File: src/hw/rtl/fpe_pkg.sv
// Shared constants and types for the frustum plane extract block.
// No dependencies.
package fpe_pkg;

  localparam int FRAC_BITS_DEF = 16;

  // Plane codes, in output order
  localparam logic [2:0] PLANE_LEFT   = 3'd0;
  localparam logic [2:0] PLANE_RIGHT  = 3'd1;
  localparam logic [2:0] PLANE_BOTTOM = 3'd2;
  localparam logic [2:0] PLANE_TOP    = 3'd3;
  localparam logic [2:0] PLANE_NEAR   = 3'd4;
  localparam logic [2:0] PLANE_FAR    = 3'd5;

  localparam logic [1:0] ROW_W = 2'd3;

  // Status from the normalize unit to the sequencer
  typedef struct packed {
    logic busy;
    logic done;
  } fpe_stat_t;

endpackage

File: src/hw/rtl/fpe_norm_unit.sv
// Plane normalize unit: sum of squares, bit-serial square root and a
// shared bit-serial divider. Depends on fpe_pkg.
module fpe_norm_unit #(
  parameter int FRAC_BITS = fpe_pkg::FRAC_BITS_DEF
) (
  input  logic                   clk,
  input  logic                   rst_n,
  input  logic                   start,
  input  logic [3:0][32:0]       comp_in,
  input  logic [30:0]            min_len,
  output fpe_pkg::fpe_stat_t     stat,
  output logic [3:0][31:0]       res
);
  import fpe_pkg::*;

  localparam int DW  = 33 + FRAC_BITS;
  localparam int CW  = $clog2(DW + 1);
  localparam logic [2:0] C_IDLE = 3'd0;
  localparam logic [2:0] C_SQ   = 3'd1;
  localparam logic [2:0] C_SQRT = 3'd2;
  localparam logic [2:0] C_LOAD = 3'd3;
  localparam logic [2:0] C_DIV  = 3'd4;
  localparam logic [2:0] C_DONE = 3'd5;
  localparam logic [CW-1:0] SQRT_LAST = CW'(32);
  localparam logic [CW-1:0] DIV_LAST  = CW'(DW - 1);

  logic [2:0]        state_r;
  logic [3:0][32:0]  comp_r;
  logic [1:0]        idx_r;
  logic [CW-1:0]     cnt_r;
  logic [65:0]       prod_r;
  logic [65:0]       acc_r;
  logic [35:0]       rem_r;
  logic [32:0]       root_r;
  logic [DW-1:0]     dvd_r;
  logic [33:0]       drem_r;
  logic [3:0][31:0]  res_r;

  logic [32:0]       sel;
  logic [32:0]       mag_w;
  logic [35:0]       srem_n;
  logic [35:0]       trial;
  logic [33:0]       drem_n;
  logic              qbit;
  logic [DW-1:0]     q_nxt;
  logic [31:0]       qsat;

  // Magnitude of the current component
  assign sel   = comp_r[idx_r];
  assign mag_w = sel[32] ? (~sel + 33'd1) : sel;

  // One square root digit
  assign srem_n = {rem_r[33:0], acc_r[65:64]};
  assign trial  = {1'b0, root_r, 2'b01};

  // One divide step
  assign drem_n = {drem_r[32:0], dvd_r[DW-1]};
  assign qbit   = (drem_n >= {1'b0, root_r});
  assign q_nxt  = {dvd_r[DW-2:0], qbit};

  // Signed, saturated quotient
  always_comb begin
    if (sel[32]) begin
      if (q_nxt > DW'(33'h0_8000_0000)) qsat = 32'h8000_0000;
      else qsat = ~q_nxt[31:0] + 32'd1;
    end else begin
      if (q_nxt > DW'(32'h7FFF_FFFF)) qsat = 32'h7FFF_FFFF;
      else qsat = q_nxt[31:0];
    end
  end

  // Sequencer and datapath
  always_ff @(posedge clk) begin
    if (!rst_n) begin
      state_r <= C_IDLE;
      idx_r   <= '0;
      cnt_r   <= '0;
    end else begin
      unique case (state_r)
        C_IDLE: begin
          if (start) begin
            comp_r  <= comp_in;
            idx_r   <= '0;
            acc_r   <= '0;
            state_r <= C_SQ;
          end
        end
        C_SQ: begin
          if (idx_r != 2'd3) prod_r <= mag_w * mag_w;
          if (idx_r != 2'd0) acc_r <= acc_r + prod_r;
          idx_r <= idx_r + 2'd1;
          if (idx_r == 2'd3) begin
            cnt_r   <= '0;
            rem_r   <= '0;
            root_r  <= '0;
            state_r <= C_SQRT;
          end
        end
        C_SQRT: begin
          acc_r <= {acc_r[63:0], 2'b00};
          if (srem_n >= trial) begin
            rem_r  <= srem_n - trial;
            root_r <= {root_r[31:0], 1'b1};
          end else begin
            rem_r  <= srem_n;
            root_r <= {root_r[31:0], 1'b0};
          end
          cnt_r <= cnt_r + CW'(1);
          if (cnt_r == SQRT_LAST) begin
            idx_r   <= '0;
            state_r <= C_LOAD;
          end
        end
        C_LOAD: begin
          if (root_r > {2'b00, min_len}) begin
            dvd_r   <= {mag_w, FRAC_BITS'(0)};
            drem_r  <= '0;
            cnt_r   <= '0;
            state_r <= C_DIV;
          end else begin
            // Short normal: pass through, saturated
            for (int i = 0; i < 4; i++) begin
              if (comp_r[i][32] != comp_r[i][31])
                res_r[i] <= comp_r[i][32] ? 32'h8000_0000 : 32'h7FFF_FFFF;
              else
                res_r[i] <= comp_r[i][31:0];
            end
            state_r <= C_DONE;
          end
        end
        C_DIV: begin
          drem_r <= qbit ? (drem_n - {1'b0, root_r}) : drem_n;
          dvd_r  <= q_nxt;
          cnt_r  <= cnt_r + CW'(1);
          if (cnt_r == DIV_LAST) begin
            res_r[idx_r] <= qsat;
            idx_r        <= idx_r + 2'd1;
            state_r      <= (idx_r == 2'd3) ? C_DONE : C_LOAD;
          end
        end
        C_DONE: begin
          state_r <= C_IDLE;
        end
        default: state_r <= C_IDLE;
      endcase
    end
  end

  assign stat.busy = (state_r != C_IDLE);
  assign stat.done = (state_r == C_DONE);
  assign res       = res_r;

endmodule
File: config.mk
export PLATFORM = sky130hd
export DESIGN_NAME = fpe_norm_unit
export DESIGN_NICKNAME = d
export VERILOG_FILES = /design/src/hw/rtl/fpe_pkg.sv /design/src/hw/rtl/fpe_norm_unit.sv
export SDC_FILE = /design/constraint.sdc
export NUM_CORES = 2
export LEC_CHECK = 0
export BUFFER_PORTS_ARGS = -buffer_cell sky130_fd_sc_hd__buf_2
export CORE_AREA = 2 2 422 424
export DETAILED_ROUTE_END_ITERATION = 12
export DIE_AREA = 0 0 424 426
export PLACE_DENSITY = 0.49
export REMOVE_ABC_BUFFERS = 1
export SLEW_MARGIN = 30
export SYNTH_ARGS = -nofsm -noshare
export SYNTH_HDL_FRONTEND = slang
export SYNTH_SLANG_ARGS = --single-unit
File: constraint.sdc
create_clock -name clk -period 13.55 [get_ports clk]
set_input_delay 2.71 -clock clk [delete_from_list [all_inputs] [get_ports clk]]
set_output_delay 2.71 -clock clk [all_outputs]
set_load 0.005 [all_outputs]
==> flow_metrics.env <==
export IMPL_outcome="completed"
export IMPL_antenna_left=0
export IMPL_timing_fmax_mhz=79.95
export IMPL_path_max_fanout=23
export IMPL_crit_path_end_kind="flop"
export IMPL_antenna_found_initial=13
export IMPL_dr_pass1_iters=6
export IMPL_grt_total_usage_pct=21.85
export IMPL_ys_warn_count=0
export IMPL_skew_ps=79.96
export IMPL_globalplace_congestion=0.8796
export IMPL_ioPinCount=296
export IMPL_max_cap_violations=0
export IMPL_synth_flop_cell="edfxtp_1"
export IMPL_cts_setup_buffers=0
export IMPL_seq_area_mm2=0.01644
export IMPL_critical_path_slowest_cell="dfxtp_2"
export IMPL_netlist_area_mm2=0.06135
export IMPL_ys_types=96
export IMPL_nFillCells=17520
export IMPL_cpPeakStageDelay_ps=750
export IMPL_reg2reg_to="prod_r[62]"
export IMPL_required_ps=13960
export IMPL_path_clk_slew_ps=70
export IMPL_layout_nets=7893
export IMPL_fin_crit_sh_pct=92.31
export IMPL_ys_seq_elements=551
export IMPL_grt_pass1_vias=48422
export IMPL_min_path_type="reg -> reg"
export IMPL_drc=0
export IMPL_worstSetupPathType="reg -> reg"
export IMPL_clock_path_buffers=3
export IMPL_dr_first_iter_drc_count=3496
export IMPL_worst_pin_slew_ps=1055
export IMPL_setup_viol=0
export IMPL_tritoncts="yes"
export IMPL_cp_common_cell="fa_1"
export IMPL_layout_drive_gt1_share_pct=9.901
export IMPL_reg2reg_slack_ps=1040
export IMPL_hp_start="cnt_r[3]"
export IMPL_arrival_ps=12920
export IMPL_syn_area_per_cell_um2=9.922
export IMPL_start_util_pct=34.91
export IMPL_areaGrowthSynthToFinish_pct=11.37
export IMPL_syn_inst=6183
export IMPL_r2r_start="idx_r[0]"
export IMPL_clock_sinks=551
export IMPL_hold_violations=0
export IMPL_holdPathStages=1
export IMPL_routedWlPerCell_um=22.22
export IMPL_cts_buffers=70
export IMPL_die_area_mm2=0.1806
export IMPL_layout_cells_non_filler=8817
export IMPL_synth_edf_count=540
export IMPL_root_buffer="clkbuf_16"
export IMPL_vias_per_cell=5.173
export IMPL_ys_seq_area_share_pct=26.79
export IMPL_dp_hpwl_mm=151.2
export IMPL_routed_via_count=45614
export IMPL_die_w_um=424
export IMPL_postCtsHoldBufs=0
export IMPL_grt_ovfl_total=0
export IMPL_dp_cells=8688
export IMPL_rsz0062_at_grt="no"
export IMPL_hold_end="cnt_r[3]"
export IMPL_cts_repair_resized=0
export IMPL_min_period_ps=12510
export IMPL_grt_max_degree=70
export IMPL_finalSetupTns_ps=0
export IMPL_num_rows=154
export IMPL_core_mm2=0.1757
export IMPL_ff2ff_path_depth=35
export IMPL_start_kind="flop"
export IMPL_die_h_um=426
export IMPL_maxSlewViolCount=0
export IMPL_async_flop_share_pct=0
export IMPL_h_tree_depth=3
export IMPL_clock_latency_ps=730
export IMPL_multi_input_area_mm2=0.03997
export IMPL_slew_headroom_pct=29.69
export IMPL_grt_pass1_wl_mm=299.9
export IMPL_numPortBuffers=295
export IMPL_routed_wl_mm=195.9
final cells by class:
type,count,share of cell area (%)
multi-input cells,4225,58.50
clock buffers,86,2.666
flip-flops and latches,551,24.06
inverters,1177,6.467
repair buffers,396,3.329
well taps,2340,4.285
diodes,3,0.01099
clock inverters,39,0.6776
synthesized netlist by cell type, types with 56 or more instances:
cell type  number  area [um^2]
inv_1        1163         4365
fa_1          865        17320
nand2_1       544         2042
edfxtp_1      540        16220
nor2_1        475         1783
ha_1          441         5518
o21ai_0       413         2067
a21oi_1       332         1662
clkbuf_1      215        807.0
xnor2_1       136         1191
a21o_1        130        975.9
xor2_1         77        674.4
nand4_1        57        356.6
nand3_1        56        280.3
registers in the layout, indices dropped and copies added, names as in the netlist, 6 cells and up:
signal  flops
acc_r      66
cnt_r       6
comp_r    132
drem_r     33
dvd_r      49
prod_r     65
rem_r      34
res       128
root_r     33
cells by family (layout without fill, tap and decap cells):
group           count (synthesis)  count (layout)  synth area share (%)
mux                            70              70                 1.815
other cells                     2              29               0.01224
buf+inv                      1431            1698                 8.838
compound gates               1204            1204                 12.04
flops                         551             551                 26.79
xor+xnor                      216             216                 3.139
simple gates                 1403            1403                 10.14
fa+ha+maj                    1306            1306                 37.22
worst max path at each step:
stage | cells after the start | start | slack, ps | to
6_report | 35 | idx_r[0] | 1040 | prod_r[62]
5_1_grt | 35 | idx_r[0] | 540 | prod_r[62]
4_1_cts | 35 | idx_r[0] | 1060 | prod_r[62]
3_5_place_dp | 35 | idx_r[0] | 1130 | prod_r[62]
3_3_place_gp | 35 | idx_r[0] | 1420 | prod_r[62]
2_1_floorplan | 28 | idx_r[0] | 1070 | prod_r[62]
worst max-delay path, delay by kind of cell (launching register included):
family	cells	cell delay [ps]
DFF	1	750
muxes	1	570
and+or+nand+nor	8	2340
buffers and inverters	8	1310
adders and majority gates	9	4600
xor gates and xnor gates	2	250
AOI/OAI and AO/OA	7	2320
layout by cell type, fill, tap and decap left out, types with 14 or more instances in the layout:
master     synthesis  layout
a21oi_1          332     327
ha_1             441     441
fa_1             865     865
or3_1             21      21
o22ai_1           19      15
nand2b_1          26      26
xnor2_1          136     124
a31oi_1           25      25
xor2_1            77      61
clkbuf_16          0      70
or4_1             14      14
nor2b_1           23      23
nand2_1          544     540
o21a_1            30      30
inv_1           1163    1160
xor2_2             0      16
buf_4              1      99
clkinv_1           8      25
a211oi_1          23      23
nor4_1            16      15
nand4_1           57      57
and2_1            15      14
nor2_2            18      19
nand3_1           56      56
nor3_1            53      52
conb_1             2      26
and3_1            43      42
o21bai_1          43      43
clkbuf_1         215      15
nor2_1           475     471
mux2i_1           37      37
mux4_2            25      25
edfxtp_1         540     540
o211ai_1          19      19
o21ai_0          413     412
a21o_1           130     130
buf_2             19     295
o31ai_1           30      30
routing by layer:
layer,part of all wire [%],vias to the layer above,track usage [%]
li1,-,20782,-
met1,44,23104,30.29
met2,47,1418,35.63
met3,6.0,290,3.144
met4,2.8,20,6.068
met5,0.066,-,0
through the flow:
step	utilization (%)	hold WS (ps)	cell area [um^2]	setup slack, ps
final	38.88	529.5	68320	1042
after global routing	38.87	571.3	68310	537.8
after CTS	38.85	535.2	68280	1059
after detailed placement	37.55	521.6	65990	1130
after global placement	37.53	495.7	65950	1418
after floorplan	-	464.7	60430	1074
Power is left out: the tool's default activity adds up to more than one toggle a clock period on the data nets, which glitch-free logic cannot reach.
